File: src/rtl/vna_pkg.sv
// ----------------------------------------------------------------------------
// vna_pkg
// Shared types and constants of the vertex normal accumulator.
// ----------------------------------------------------------------------------
package vna_pkg;

    localparam int VERTEX_COUNT_DEF = 1024;
    localparam int ACCUM_BITS_DEF   = 48;
    localparam int COORD_BITS       = 20;
    localparam int IDX_W            = 10;
    localparam int NORM_BITS        = 24;
    localparam int Q_W              = 16;
    localparam int CNT_W            = 16;

    typedef enum logic [1:0] {
        CMD_CLEAR       = 2'd0,
        CMD_WRITE_POS   = 2'd1,
        CMD_ACCUM_TRI   = 2'd2,
        CMD_READ_NORMAL = 2'd3
    } cmd_t;

    typedef struct packed {
        cmd_t                    command;
        logic [IDX_W-1:0]        vertex_index;
        logic signed [COORD_BITS-1:0] pos_x;
        logic signed [COORD_BITS-1:0] pos_y;
        logic signed [COORD_BITS-1:0] pos_z;
        logic [IDX_W-1:0]        corner_a;
        logic [IDX_W-1:0]        corner_b;
        logic [IDX_W-1:0]        corner_c;
    } vna_in_t;

    typedef struct packed {
        logic signed [Q_W-1:0] normal_x;
        logic signed [Q_W-1:0] normal_y;
        logic signed [Q_W-1:0] normal_z;
        logic                  zero_length;
    } vna_out_t;

    typedef enum logic [4:0] {
        ST_CLEAR, ST_IDLE, ST_DISPATCH, ST_PRD, ST_EDGE, ST_MUL, ST_DIFF,
        ST_ACC_RD, ST_ACC_WR, ST_ARD, ST_AMAG, ST_NORM, ST_SQ, ST_SUM,
        ST_SQRT, ST_DIVLD, ST_DIV, ST_DIVST, ST_OUT
    } state_t;

    typedef struct packed {
        logic             in_load;
        logic             pos_we;
        logic             cap_en;
        logic             edge_en;
        logic             mul_en;
        logic             mul_sq;
        logic             diff_en;
        logic             acc_rsel_idx;
        logic             acc_we;
        logic             acc_clr;
        logic             mag_en;
        logic             norm_en;
        logic             sum_en;
        logic             sqrt_en;
        logic             div_init;
        logic             div_en;
        logic             div_store;
        logic             out_load;
        logic [CNT_W-1:0] step;
        logic [1:0]       comp;
    } vna_ctl_t;

    typedef struct packed {
        cmd_t cmd;
        logic idx_ok;
        logic tri_ok;
        logic mag_zero;
        logic norm_high;
        logic norm_low;
        logic out_busy;
    } vna_sts_t;

endpackage

File: src/rtl/vna_ctrl.sv
// ----------------------------------------------------------------------------
// vna_ctrl
// Command sequencer: clearing sweep, triangle and normalise sequences.
// ----------------------------------------------------------------------------
module vna_ctrl #(
    parameter int VERTEX_COUNT = vna_pkg::VERTEX_COUNT_DEF
) (
    input  logic              aclk,
    input  logic              aresetn,
    input  logic              s_valid,
    output logic              s_ready,
    input  vna_pkg::vna_sts_t sts,
    output vna_pkg::vna_ctl_t ctl
);

    localparam logic [vna_pkg::CNT_W-1:0] LAST = vna_pkg::CNT_W'(VERTEX_COUNT - 1);

    vna_pkg::state_t state_reg, state_next;
    logic [vna_pkg::CNT_W-1:0] cnt_reg, cnt_next;
    logic [1:0] comp_reg, comp_next;

    always_ff @(posedge aclk) begin
        if (!aresetn) begin
            state_reg <= vna_pkg::ST_CLEAR;
            cnt_reg   <= '0;
            comp_reg  <= '0;
        end else begin
            state_reg <= state_next;
            cnt_reg   <= cnt_next;
            comp_reg  <= comp_next;
        end
    end

    always_comb begin
        state_next = state_reg;
        cnt_next   = cnt_reg;
        comp_next  = comp_reg;
        ctl        = '0;
        ctl.step   = cnt_reg;
        ctl.comp   = comp_reg;
        s_ready    = 1'b0;
        unique case (state_reg)
            vna_pkg::ST_CLEAR: begin
                ctl.acc_clr = 1'b1;
                if (cnt_reg == LAST) begin
                    cnt_next   = '0;
                    state_next = vna_pkg::ST_IDLE;
                end else begin
                    cnt_next = cnt_reg + 1'b1;
                end
            end
            vna_pkg::ST_IDLE: begin
                s_ready = 1'b1;
                if (s_valid) begin
                    ctl.in_load = 1'b1;
                    state_next  = vna_pkg::ST_DISPATCH;
                end
            end
            vna_pkg::ST_DISPATCH: begin
                cnt_next  = '0;
                comp_next = '0;
                unique case (sts.cmd)
                    vna_pkg::CMD_CLEAR: state_next = vna_pkg::ST_CLEAR;
                    vna_pkg::CMD_WRITE_POS: begin
                        ctl.pos_we = sts.idx_ok;
                        state_next = vna_pkg::ST_IDLE;
                    end
                    vna_pkg::CMD_ACCUM_TRI:
                        state_next = sts.tri_ok ? vna_pkg::ST_PRD : vna_pkg::ST_IDLE;
                    default:
                        state_next = sts.idx_ok ? vna_pkg::ST_ARD : vna_pkg::ST_OUT;
                endcase
            end
            vna_pkg::ST_PRD: begin
                ctl.cap_en = 1'b1;
                if (cnt_reg == vna_pkg::CNT_W'(3)) begin
                    cnt_next   = '0;
                    state_next = vna_pkg::ST_EDGE;
                end else begin
                    cnt_next = cnt_reg + 1'b1;
                end
            end
            vna_pkg::ST_EDGE: begin
                ctl.edge_en = 1'b1;
                state_next  = vna_pkg::ST_MUL;
            end
            vna_pkg::ST_MUL: begin
                ctl.mul_en = 1'b1;
                if (cnt_reg == vna_pkg::CNT_W'(5)) begin
                    cnt_next   = '0;
                    state_next = vna_pkg::ST_DIFF;
                end else begin
                    cnt_next = cnt_reg + 1'b1;
                end
            end
            vna_pkg::ST_DIFF: begin
                ctl.diff_en = 1'b1;
                comp_next   = '0;
                state_next  = vna_pkg::ST_ACC_RD;
            end
            vna_pkg::ST_ACC_RD: begin
                state_next = vna_pkg::ST_ACC_WR;
            end
            vna_pkg::ST_ACC_WR: begin
                ctl.acc_we = 1'b1;
                if (comp_reg == 2'd2) begin
                    comp_next  = '0;
                    state_next = vna_pkg::ST_IDLE;
                end else begin
                    comp_next  = comp_reg + 1'b1;
                    state_next = vna_pkg::ST_ACC_RD;
                end
            end
            vna_pkg::ST_ARD: begin
                ctl.acc_rsel_idx = 1'b1;
                state_next       = vna_pkg::ST_AMAG;
            end
            vna_pkg::ST_AMAG: begin
                ctl.mag_en = 1'b1;
                state_next = vna_pkg::ST_NORM;
            end
            vna_pkg::ST_NORM: begin
                cnt_next = '0;
                if (sts.mag_zero) begin
                    state_next = vna_pkg::ST_OUT;
                end else if (sts.norm_high || sts.norm_low) begin
                    ctl.norm_en = 1'b1;
                end else begin
                    state_next = vna_pkg::ST_SQ;
                end
            end
            vna_pkg::ST_SQ: begin
                ctl.mul_en = 1'b1;
                ctl.mul_sq = 1'b1;
                if (cnt_reg == vna_pkg::CNT_W'(2)) begin
                    cnt_next   = '0;
                    state_next = vna_pkg::ST_SUM;
                end else begin
                    cnt_next = cnt_reg + 1'b1;
                end
            end
            vna_pkg::ST_SUM: begin
                ctl.sum_en = 1'b1;
                cnt_next   = '0;
                state_next = vna_pkg::ST_SQRT;
            end
            vna_pkg::ST_SQRT: begin
                ctl.sqrt_en = 1'b1;
                if (cnt_reg == vna_pkg::CNT_W'(24)) begin
                    cnt_next   = '0;
                    comp_next  = '0;
                    state_next = vna_pkg::ST_DIVLD;
                end else begin
                    cnt_next = cnt_reg + 1'b1;
                end
            end
            vna_pkg::ST_DIVLD: begin
                ctl.div_init = 1'b1;
                cnt_next     = '0;
                state_next   = vna_pkg::ST_DIV;
            end
            vna_pkg::ST_DIV: begin
                ctl.div_en = 1'b1;
                if (cnt_reg == vna_pkg::CNT_W'(16)) begin
                    cnt_next   = '0;
                    state_next = vna_pkg::ST_DIVST;
                end else begin
                    cnt_next = cnt_reg + 1'b1;
                end
            end
            vna_pkg::ST_DIVST: begin
                ctl.div_store = 1'b1;
                if (comp_reg == 2'd2) begin
                    comp_next  = '0;
                    state_next = vna_pkg::ST_OUT;
                end else begin
                    comp_next  = comp_reg + 1'b1;
                    state_next = vna_pkg::ST_DIVLD;
                end
            end
            vna_pkg::ST_OUT: begin
                if (!sts.out_busy) begin
                    ctl.out_load = 1'b1;
                    state_next   = vna_pkg::ST_IDLE;
                end
            end
            default: state_next = vna_pkg::ST_IDLE;
        endcase
    end

endmodule

File: config.mk
export PLATFORM = sky130hd
export DESIGN_NAME = vna_ctrl
export DESIGN_NICKNAME = d
export VERILOG_FILES = /design/src/rtl/vna_pkg.sv /design/src/rtl/vna_ctrl.sv
export SDC_FILE = /design/constraint.sdc
export NUM_CORES = 1
export LEC_CHECK = 0
export BUFFER_PORTS_ARGS = -buffer_cell sky130_fd_sc_hd__buf_2
export CAP_MARGIN = 10
export CORE_ASPECT_RATIO = 0.75
export CORE_UTILIZATION = 35
export CTS_BUF_LIST = sky130_fd_sc_hd__clkbuf_16
export DETAILED_ROUTE_END_ITERATION = 16
export SYNTH_ARGS = -nofsm -noshare
export SYNTH_HDL_FRONTEND = slang
export SYNTH_SLANG_ARGS = --single-unit
File: constraint.sdc
create_clock -name aclk -period 5.2 [get_ports aclk]
set_input_delay 1.56 -clock aclk [delete_from_list [all_inputs] [get_ports aclk]]
set_output_delay 1.56 -clock aclk [all_outputs]
set_load 0.05 [all_outputs]
Yosys cells after proc, flatten, opt, wreduce, memory -nomap -nowiden. Index checks and enable logic that the tools add are counted.

Equal/unequal tests: 36. $add $sub $neg: 2. Multiplexer cells: 50. Reductions and logical operators: 11.

Operators by type and width (number): $pmux 16 s7 (1); $mux 16 (6); $pmux 5 s19 (1); $mux 5 (12); $eq 5x4->1 const B (8); $eq 16x2->1 const B (2); $eq 16x5->1 const B (2); $mux 1 (24); $eq 5x3->1 const B (4); $add 16x1->16 const B (1); $eq 16x10->1 const B (1); $eq 16x3->1 const B (1); $ne 2x2->1 const B (8); $eq 5x5->1 const B (3); $pmux 5 s3 (1); $eq 5x2->1 const B (2); $reduce_and 9->1 (1); $reduce_bool 7->1 (1); $mux 2 (3); $pmux 2 s3 (1); $reduce_or 2->1 (3); $eq 5x1->1 const B (1); $logic_not 5->1 (1); $eq 2x2->1 const B (2); other kinds (9) (9).

Input bits: 11. Word-level logic and storage cells: 102. Register bits after elaboration: 23.

Longest topological paths before layout. Gate-level depths: netlist (run 1).

Word-level depth: 4. Depth in mapped cells: 9.

Worst setup path before layout (run 1). No wires, ideal clock.

Path type: input-to-output. Start: input sts[3] (netlist name). End: output ctl[24] (netlist name). Stages: 1. Slack: 0.453 ns. Data required time: 3.640 ns. Data arrival time: 3.187 ns. Path through: nor4_1.

Cells in the longest elaborated chain, start to end: 2.

Ends and longest elaborated chain: start, declared (line vna_ctrl.sv:12) `input vna_pkg::vna_sts_t sts,`; $mux 1 (line vna_ctrl.sv:124) `if (sts.mag_zero) begin`; $mux 1 (line vna_ctrl.sv:42) `unique case (state_reg)`; end, declared (line vna_ctrl.sv:13) `output vna_pkg::vna_ctl_t ctl`.

No other way between the ends.

==> results.md, run 1 <==
* Setup tns final at 0 ns
* Starting Density at 0.364
* Critical path type: input pin to output port
* Leak pwr at 0.964 nW
* Worst setup SP type: input pin
* DR vias/cell at 5.37
* Post-place setup slack at 1.27 ns
* H-tree depth reported by CTS at 1
* Placement Cell Area at between 2000 and 2500 sq um
* Average routed wire per standard cell at ~14 um
* PortBufs at 47
* Die footprint at 5360 sq um
* Drt total wl at ~4.7 mm
* Minimum clock period at just under 4 ns
* Setup bufs post-CTS at 0
* Critical path cell sequence: buf_2, nor4_1, buf_2
* First-pass GRT wire length at around 8.0 mm
* CP Capture Type: output port
* DR iter-0 viols at 97
* Crit path to: ctl[24]
* CTS Hold Buffers Added at 0
* Critical path required time at 3.64 ns
* Worst setup path start: sts[3]
* CTS tree: yes
* Worst-path clk slew at 0.06 ns
* Dominant synthesized flop cell: dfxtp_1
* Die X at 84.2 um
* Initial antenna violation count at 0
* Total power at roughly 0.58 mW
* Post-Syn Area at ~1800 sq um
* Maximum number of buffers from clock root to sink at 2
* Worst-skew pair later-pin latency at 0.26 ns
* Avg Cell Area, Syn at roughly 7.4 sq um
* Final setup skew at roughly 0.0065 ns
* Area of the multi-input gates at 1210 sq um
* Relative slew slack at 0.234
* Worst r2r src: state_reg[1]$_SDFFE_PN0P_
* Register area share after synthesis at 0.260
* Ys async rst share at 0
* Peak supply drop at 0.000130 V
* Final Wtd Congestion at 0.833
* Vias in the first global route at 1643
* Top post-synthesis cells by area: dfxtp_1 (26%), nor2_1 (7.4%), ha_1 (4.9%), xor2_1 (4.9%), nand2_1 (4.2%)
* Share of layout cells above drive strength 1 at 0.203
* I/O pins at 48
* Register area at between 400 and 500 sq um
* Pwr dens at 275 nW/um^2
* Most frequent CP cell: buf_2
* Core Region at 4870 sq um
* Synth Register Bits at 23
* Post-route ant nets at 0
* Post-synth net total at around 260
* Violated checks: DRC
* Final layout net count at 295
* Row Count at 22
* Number of flip-flops in the largest register at 16
* Crit-path max cell delay at roughly 0.36 ns
* RSZ-0062 raised after global routing: false
* Root buf cell: clkbuf_16
* Yosys warns at 0
* Worst R2R Setup Slack at 1.99 ns
* Met3 Use GR at 0.0367
* Num CTS Buffers at 3
* DP Wirelength at 3.48 mm
* Reg2reg path depth at 6
* Yosys top cell area share at 0.260
* Total global routing overflow at 0
* Synth-to-layout area growth at 18.5%
* CP Data Arrival Time at 2.38 ns
* Met1 usage in global routing at 0.272
* All-Layer GR Usage at 0.188
* Met2 Resource Use GR at 0.293
* Worst setup margin at 1.26 ns
* Final Cell Area at between 2000 and 2500 sq um
* Endpoints failing hold at 0
* FMAX at 0.254 GHz
* GRT busiest layer: met2
* Crit-path max FO at 4
* DRC at 4
* Max_cap viols at 0
* Fillers at 523
* Worst-margin pin slew at about 1.1 ns
* Final period utilization at 0.758
* RR Endpoint: cnt_reg[5]$_SDFFE_PN0P_
* Fin. max-slew vios at 0
* Status: complete, but fails checks
* Detailed-route via count at 1804
* Leading area contributor after synthesis: dfxtp_1
* # placed instances at about 330
* Clock sinks at 23
* Largest net degree at the start of global routing at 26
* Number of distinct library cells after synthesis at 46
* Cells after Synth at 241
* Worst hold stages at 2
* EDFF count, synth at 0
* Worst Hold Class: register to register
* PostCTS Resize Cnt at 0
* Final setup violation count at 0
* Top-count cell post-synth: nor2_1
* Antenna Cells at 0
* Fin cells at 336
* Pre-Repair DR Iteration Count at 10
* Synth top cells by count: nor2_1 (35), dfxtp_1 (23), nand2_1 (20)
* CP max-delay cell: nor4_1
* Die Ht at roughly 64 um
-- cells by family after synthesis --
| logic type | after synthesis | synth area share |
|---|---|---|
| DFF | 23 | 0.260 |
| buffers and inverters | 27 | 0.0578 |
| muxes | 7 | 0.0395 |
| adders and majority gates | 7 | 0.0494 |
| xor gates and xnor gates | 16 | 0.0790 |
| and+or+nand+nor | 121 | 0.365 |
| AOI/OAI and AO/OA | 40 | 0.150 |
-- layer usage --
layer | vias to the layer above | routed length [um]
met3 | 2 | 321
met5 | - | 0
met2 | 50 | 2060
met4 | 0 | 14
met1 | 831 | 2310
li1 | 921 | -
-- through the flow --
step / hold WS [ns] / util
finish: 0.545 / 0.432
global route: 0.593 / 0.432
CTS: 0.548 / 0.432
detailed placement: 0.531 / 0.415
global placement: 0.534 / 0.415
floorplan: 0.700 / -
-- layout by cell type, fill, tap and decap left out, types with 7 or more instances in the layout --
cell,Yosys,routed
nand2b_1,7,7
xor2_1,10,10
o21ai_0,11,11
a21oi_1,7,7
nand2_1,20,20
nand3_1,8,8
ha_1,7,7
buf_2,1,47
mux2i_1,7,7
nor3_1,8,8
inv_1,11,11
dfxtp_1,23,23
nor2_1,35,35
-- layout make-up --
class / count / area share
Inverter: 11 / 0.0196
Clock buffer: 3 / 0.0357
Timing Repair Buffer: 47 / 0.112
Multi-Input combinational cell: 191 / 0.576
Clock inverter: 1 / 0.00238
Tap cell: 60 / 0.0357
Sequential cell: 23 / 0.219
-- critical path, delay by kind of cell --
family	cells	cell delay (ns)
buffers and inverters	2	0.45
AND/OR/NAND/NOR	1	0.36
-- worst min path at each step --
stage / slack [ns] / startpoint / endpoint
2_1_floorplan: 0.70 / state_reg[4]$_SDFFE_PN0P_ / state_reg[4]$_SDFFE_PN0P_
6_report: 0.55 / cnt_reg[15]$_SDFFE_PN0P_ / cnt_reg[15]$_SDFFE_PN0P_
5_1_grt: 0.59 / cnt_reg[12]$_SDFFE_PN0P_ / cnt_reg[12]$_SDFFE_PN0P_
4_1_cts: 0.55 / cnt_reg[15]$_SDFFE_PN0P_ / cnt_reg[15]$_SDFFE_PN0P_
3_5_place_dp: 0.53 / cnt_reg[15]$_SDFFE_PN0P_ / cnt_reg[15]$_SDFFE_PN0P_
3_3_place_gp: 0.53 / cnt_reg[15]$_SDFFE_PN0P_ / cnt_reg[15]$_SDFFE_PN0P_
-- power by group --
part           total, mW  internal (mW)  switching [mW]
registers          0.214          0.188          0.0269
logic              0.197         0.0639           0.133
clock network      0.167          0.103          0.0636
No activity file was read; power rests on OpenSTA's default activity.
==> run 2, diff against run 1 <==
Clock period 5.2 ns to 3.95 ns, I/O delays scaled along.
==> results.md, run 2 (same netlist as run 1, synthesis figures left out) <==
* Status: complete, but fails checks
* Violated checks: DRC
* Crit-path max cell delay at 0.56 ns (+0.20 ns)
* CTS tree: yes
* Final period utilization at 0.829
* Final layout net count at 303 (+2.7%)
* Final core occ at 0.445 (+0.0136)
* Die footprint at 5360 sq um (unchanged)
* DR iter-0 viols at 175 (+80%)
* First-pass GRT wire length at 8.00 mm (-0.25%)
* Minimum clock period at roughly 3.3 ns
* PortBufs at 47 (unchanged)
* Maximum number of buffers from clock root to sink at 2 (unchanged)
* Hold endpoint: cnt_reg[12]$_SDFFE_PN0P_
* FMAX at 0.305 GHz
* Critical path type: register to output port
* Drt total wl at 4.75 mm (+1.0%)
* Root buf cell: clkbuf_16
* Crit-path max FO at 15 (+11)
* Worst r2r src: cnt_reg[10]$_SDFFE_PN0P_
* Worst-skew pair later-pin latency at 0.26 ns (about the same)
* Core Region at 4870 sq um (unchanged)
* Critical path cell sequence: buf_4, or3b_2, nor3_1, and2_1, buf_2
* Max_cap viols at 0 (unchanged)
* Commonest non-fill, non-tap cell in the layout: buf_2
* Clock sinks at 23 (unchanged)
* Post-route ant nets at 0 (unchanged)
* Peak supply drop at 0.000143 V (+11%)
* Antenna Cells at 0 (unchanged)
* Worst R2R Setup Slack at 1.01 ns (-0.98 ns)
* RSZ-0062 raised after global routing: false
* Largest net degree at the start of global routing at 17 (-35%)
* Worst setup SP type: register
* Synth-to-layout area growth at 22.3%
* Die X at 84.2 um (unchanged)
* RR Endpoint: state_reg[4]$_SDFFE_PN0P_
* Worst-margin pin slew at 0.751 ns (-0.391 ns)
* Leak pwr at 1.01 nW (+4.3%)
* DRC at 4 (unchanged)
* Number of flip-flops in the largest register at 16 (unchanged)
* Commonest cells after routing, fill and taps aside: buf_2 (47), nor2_1 (35), dfxtp_1 (23)
* DR vias/cell at 5.25 (-2.3%)
* Setup bufs post-CTS at 0 (unchanged)
* Relative slew slack at 0.497 (+0.263)
* Pwr dens at 356 nW/um^2 (+29%)
* Total global routing overflow at 0 (unchanged)
* Num CTS Buffers at 3 (unchanged)
* Detailed-route via count at 1805 (+0.055%)
* Fin. max-slew vios at 0 (unchanged)
* Hold Startpoint: cnt_reg[12]$_SDFFE_PN0P_
* Worst hold stages at 2 (unchanged)
* Critical path buffers and inverters at 2 (unchanged)
* Row Count at 22 (unchanged)
* All-Layer GR Usage at 0.185 (-0.00223)
* Reg2reg path depth at 6 (unchanged)
* DP Wirelength at 3.70 mm (+6.1%)
* Final setup skew at 0.00401 ns (-0.00251 ns)
* Endpoints failing hold at 0 (unchanged)
* Average routed wire per standard cell at 13.8 um (-1.4%)
* Initial antenna violation count at 0 (unchanged)
* Pre-Repair DR Iteration Count at 10 (unchanged)
* CP Data Arrival Time at 2.09 ns (-0.29 ns)
* CP Capture Type: output port
* Die Ht at 63.7 um (unchanged)
* Critical path required time at 2.76 ns (-0.88 ns)
* I/O pins at 48 (unchanged)
* Share of layout cells above drive strength 1 at 0.229 (+0.0260)
* PostCTS Resize Cnt at 0 (unchanged)
* Vias in the first global route at 1688 (+2.7%)
* CTS Hold Buffers Added at 0 (unchanged)
* Starting Density at 0.364 (unchanged)
* Worst Hold Class: register to register
* Final setup violation count at 0 (unchanged)
* Final Wtd Congestion at 0.868 (+4.2%)
* Fillers at 526 (+0.57%)
* Worst-path clk slew at 0.06 ns (about the same)
* H-tree depth reported by CTS at 1 (unchanged)
* Crit path max-delay family: simple AND/OR/NAND/NOR gates
* CP max-delay cell: or3b_2
* Setup tns final at 0 ns (unchanged)
## run 2: worst max-delay path by stage
stage                          to  slack, ns  cells past startpoint                 startpoint
final                     ctl[35]       0.68                      5  state_reg[2]$_SDFFE_PN0P_
after global routing      ctl[20]       0.58                      5  state_reg[1]$_SDFFE_PN0P_
after CTS                 ctl[35]       0.69                      5  state_reg[2]$_SDFFE_PN0P_
after floorplan           ctl[35]       0.15                      4  state_reg[0]$_SDFFE_PN0P_
after detailed placement  ctl[24]       0.82                      3                     sts[3]
after global placement    ctl[24]       0.84                      3                     sts[3]
## run 2: final cells by class
cell class | instances | area [sq um] | area share
Clock inverter | 1 | 5.00 | 0.00231
Inverter | 11 | 41.3 | 0.0190
Clock buffer | 3 | 75.1 | 0.0346
Timing Repair Buffer | 55 | 295 | 0.136
Sequential cell | 23 | 460 | 0.212
Tap cell | 60 | 75.1 | 0.0346
Multi-Input combinational cell | 191 | 1220 | 0.561
## run 2: worst reg2reg max path: stages (launching register included)
cell and delay [ns]:
dfxtp_1 0.36, or4_4 0.56, or4_4 0.53, o41a_1 0.31, nand4bb_1 0.19, or4_1 0.69, mux2i_1 0.17
## run 2: layer usage
metal	track usage	wire length (um)
met5	0	0
met4	0.0517	39
met1	0.282	2460
met3	0.0406	295
met2	0.255	1960
## run 2: metrics by stage
step                power [mW]  worst slack [ns]  hold WS (ns)  std cells  cell area [sq um]
CTS                      0.777             0.694         0.565        344               2170
detailed placement       0.557             0.824         0.531        340               2090
floorplan                0.485             0.151         0.700        241               1780
finish                   0.772             0.675         0.562        344               2170
global route             0.822             0.581         0.590        344               2170
global placement         0.555             0.844         0.537        340               2090
## run 2: report_power, final
group | internal (mW) | leakage, nW | switching (mW)
Sequential | 0.247 | 0.186 | 0.0269
Combinational | 0.0913 | 0.779 | 0.188
Clock | 0.136 | 0.0409 | 0.0831
Total | 0.474 | 1.01 | 0.298
==> run 3, diff against run 2 <==
Clock period 3.95 ns to 2.7 ns, I/O delays scaled along.
==> results.md, run 3 (same netlist as run 1, synthesis figures left out) <==
* Status: complete, but fails checks
* Violated checks: DRC
* Starting Density at 0.364 (unchanged)
* Die X at 84.2 um (unchanged)
* Detailed-route via count at 1925 (+6.6%)
* Vias in the first global route at 1696 (+0.47%)
* Worst r2r src: cnt_reg[15]$_SDFFE_PN0P_
* Num CTS Buffers at 3 (unchanged)
* First-pass GRT wire length at 8.51 mm (+6.4%)
* I/O pins at 48 (unchanged)
* Total global routing overflow at 0 (unchanged)
* Maximum number of buffers from clock root to sink at 2 (unchanged)
* Largest net degree at the start of global routing at 18 (+1)
* Core Region at 4870 sq um (unchanged)
* Reg power frac at 0.332 (-0.023)
* Share of layout cells above drive strength 1 at 0.302 (+0.0728)
* Relative slew slack at 0.678 (+0.181)
* Worst-margin pin slew at 0.478 ns (-0.273 ns)
* Number of flip-flops in the largest register at 16 (unchanged)
* Worst setup SP type: register
* Setup tns final at 0 ns (unchanged)
* Max_cap viols at 0 (unchanged)
* Antenna Cells at 0 (unchanged)
* Pint at 0.717 mW (+51%)
* Fin. max-slew vios at 0 (unchanged)
* Commonest cells after routing, fill and taps aside: buf_2 (47), nor2_1 (35), buf_4 (29)
* Final Wtd Congestion at 0.838 (-3.4%)
* Final setup violation count at 0 (unchanged)
* Worst hold stages at 2 (unchanged)
* Post-route ant nets at 0 (unchanged)
* Leak pwr at 1.13 nW (+12%)
* Initial antenna violation count at 0 (unchanged)
* RSZ-0062 raised after global routing: true
* Critical path type: register to register
* Worst-skew pair later-pin latency at 0.25 ns (about the same)
* Endpoints failing hold at 0 (unchanged)
* Root buf cell: clkbuf_16
* Final setup skew at 0.00310 ns (-0.000905 ns)
* Worst-path clk slew at 0.06 ns (about the same)
* Worst setup path start: cnt_reg[15]$_SDFFE_PN0P_
* Peak supply drop at 0.000291 V (+100%)
* CP Capture Type: register
* Worst Hold Class: register to register
* Minimum clock period at 2.70 ns
* Fin cells at 365 (+6.1%)
* Setup bufs post-CTS at 0 (unchanged)
* Drt total wl at 5.02 mm (+5.6%)
* CP Data Arrival Time at 2.83 ns (+0.74 ns)
* Die Ht at 63.7 um (unchanged)
* P_sw at 0.443 mW (+49%)
* DRC at 4 (unchanged)
* Final period utilization at 0.999
* Pwr dens at 494 nW/um^2 (+39%)
* Comb power frac at 0.398 (+0.036)
* Reg2reg path depth at 6 (unchanged)
* Pre-Repair DR Iteration Count at 10 (unchanged)
* Average routed wire per standard cell at 13.8 um (-0.50%)
* Post-place setup slack at -0.119 ns (-0.943 ns)
* DR vias/cell at 5.27 (+0.51%)
* All-Layer GR Usage at 0.199 (+0.0136)
* Crit-path max FO at 4 (-11)
* FMAX at 0.371 GHz
* Final layout net count at 324 (+6.9%)
* Net switching fraction of the power at 0.382 (-0.00405)
* H-tree depth reported by CTS at 1 (unchanged)
* Hold Startpoint: comp_reg[0]$_SDFFE_PN0P_
* Synth-to-layout area growth at 32.4%
* Row Count at 22 (unchanged)
* PortBufs at 47 (unchanged)
* DR iter-0 viols at 137 (-22%)
* Critical path required time at 2.84 ns (+0.08 ns)
* CTS tree: yes
* # placed instances at 361 (+6.2%)
* DP Wirelength at 3.90 mm (+5.7%)
* Die footprint at 5360 sq um (unchanged)
* Commonest non-fill, non-tap cell in the layout: buf_2
* Clk pwr share at 0.270 (-0.014)
* Clock sinks at 23 (unchanged)
* Worst setup margin at 0.00272 ns (-0.672 ns)
## run 3: cell count changes in the layout (fill, tap and decap cells not counted), moves of 3 or more
cell,previous run,this run
dfxtp_1,23,20
dfxtp_2,0,3
nor3_1,8,5
nor3_2,0,3
buf_4,8,29
## run 3: final timing paths
| check | to | slack, ns |
|---|---|---|
| min reg2reg | comp_reg[0]$_SDFFE_PN0P_ | 0.58 |
| max | state_reg[2]$_SDFFE_PN0P_ | 0.003 |
| max reg2reg | state_reg[2]$_SDFFE_PN0P_ | 0.003 |
| min | comp_reg[0]$_SDFFE_PN0P_ | 0.58 |
## run 3: final cells by class
| type | instances | area (sq um) |
|---|---|---|
| inverters | 11 | 41.3 |
| flip-flops and latches | 23 | 464 |
| repair buffers | 76 | 453 |
| clock inverters | 1 | 3.75 |
| fillers | 508 | 2520 |
| multi-input cells | 191 | 1240 |
| well taps | 60 | 75.1 |
| clock buffers | 3 | 75.1 |
## run 3: layer usage
layer  global-route usage  vias to the layer above  wire, um
li1                     -                      981         -
met1                0.308                      885      2520
met2                0.290                       57      2090
met3               0.0341                        2       394
met4               0.0259                        0        17
met5                    0                        -         0
## run 3: critical path, cell delays in order, from the launching register on
cell       delay (ns)
dfxtp_2          0.31
or4_4            0.53
or4_4            0.52
o41a_1           0.31
nand4bb_1        0.21
or4_4            0.56
mux2i_1          0.15
## run 3: repair_timing
item	in CTS	in global routing
pin swaps	1	0
hold buffers	0	0
resized for setup	1	1
setup endpoints to repair	4	5
## run 3: stage by stage
stage,total power [mW],cell area [sq um],util,hold slack (ns)
after global routing,1.24,2350,0.482,0.625
final,1.16,2350,0.482,0.577
after floorplan,0.713,1790,-,0.654
after detailed placement,0.846,2260,0.464,0.573
after global placement,0.846,2260,0.464,0.569
after CTS,1.17,2340,0.481,0.583
## run 3: power by group through the flow
stage	registers [mW]	clock network [mW]	logic, mW
after floorplan	0.448	0	0.265
after global placement	0.392	0	0.454
after detailed placement	0.393	0	0.453
after CTS	0.387	0.320	0.460
after global routing	0.389	0.344	0.506
final	0.385	0.313	0.462
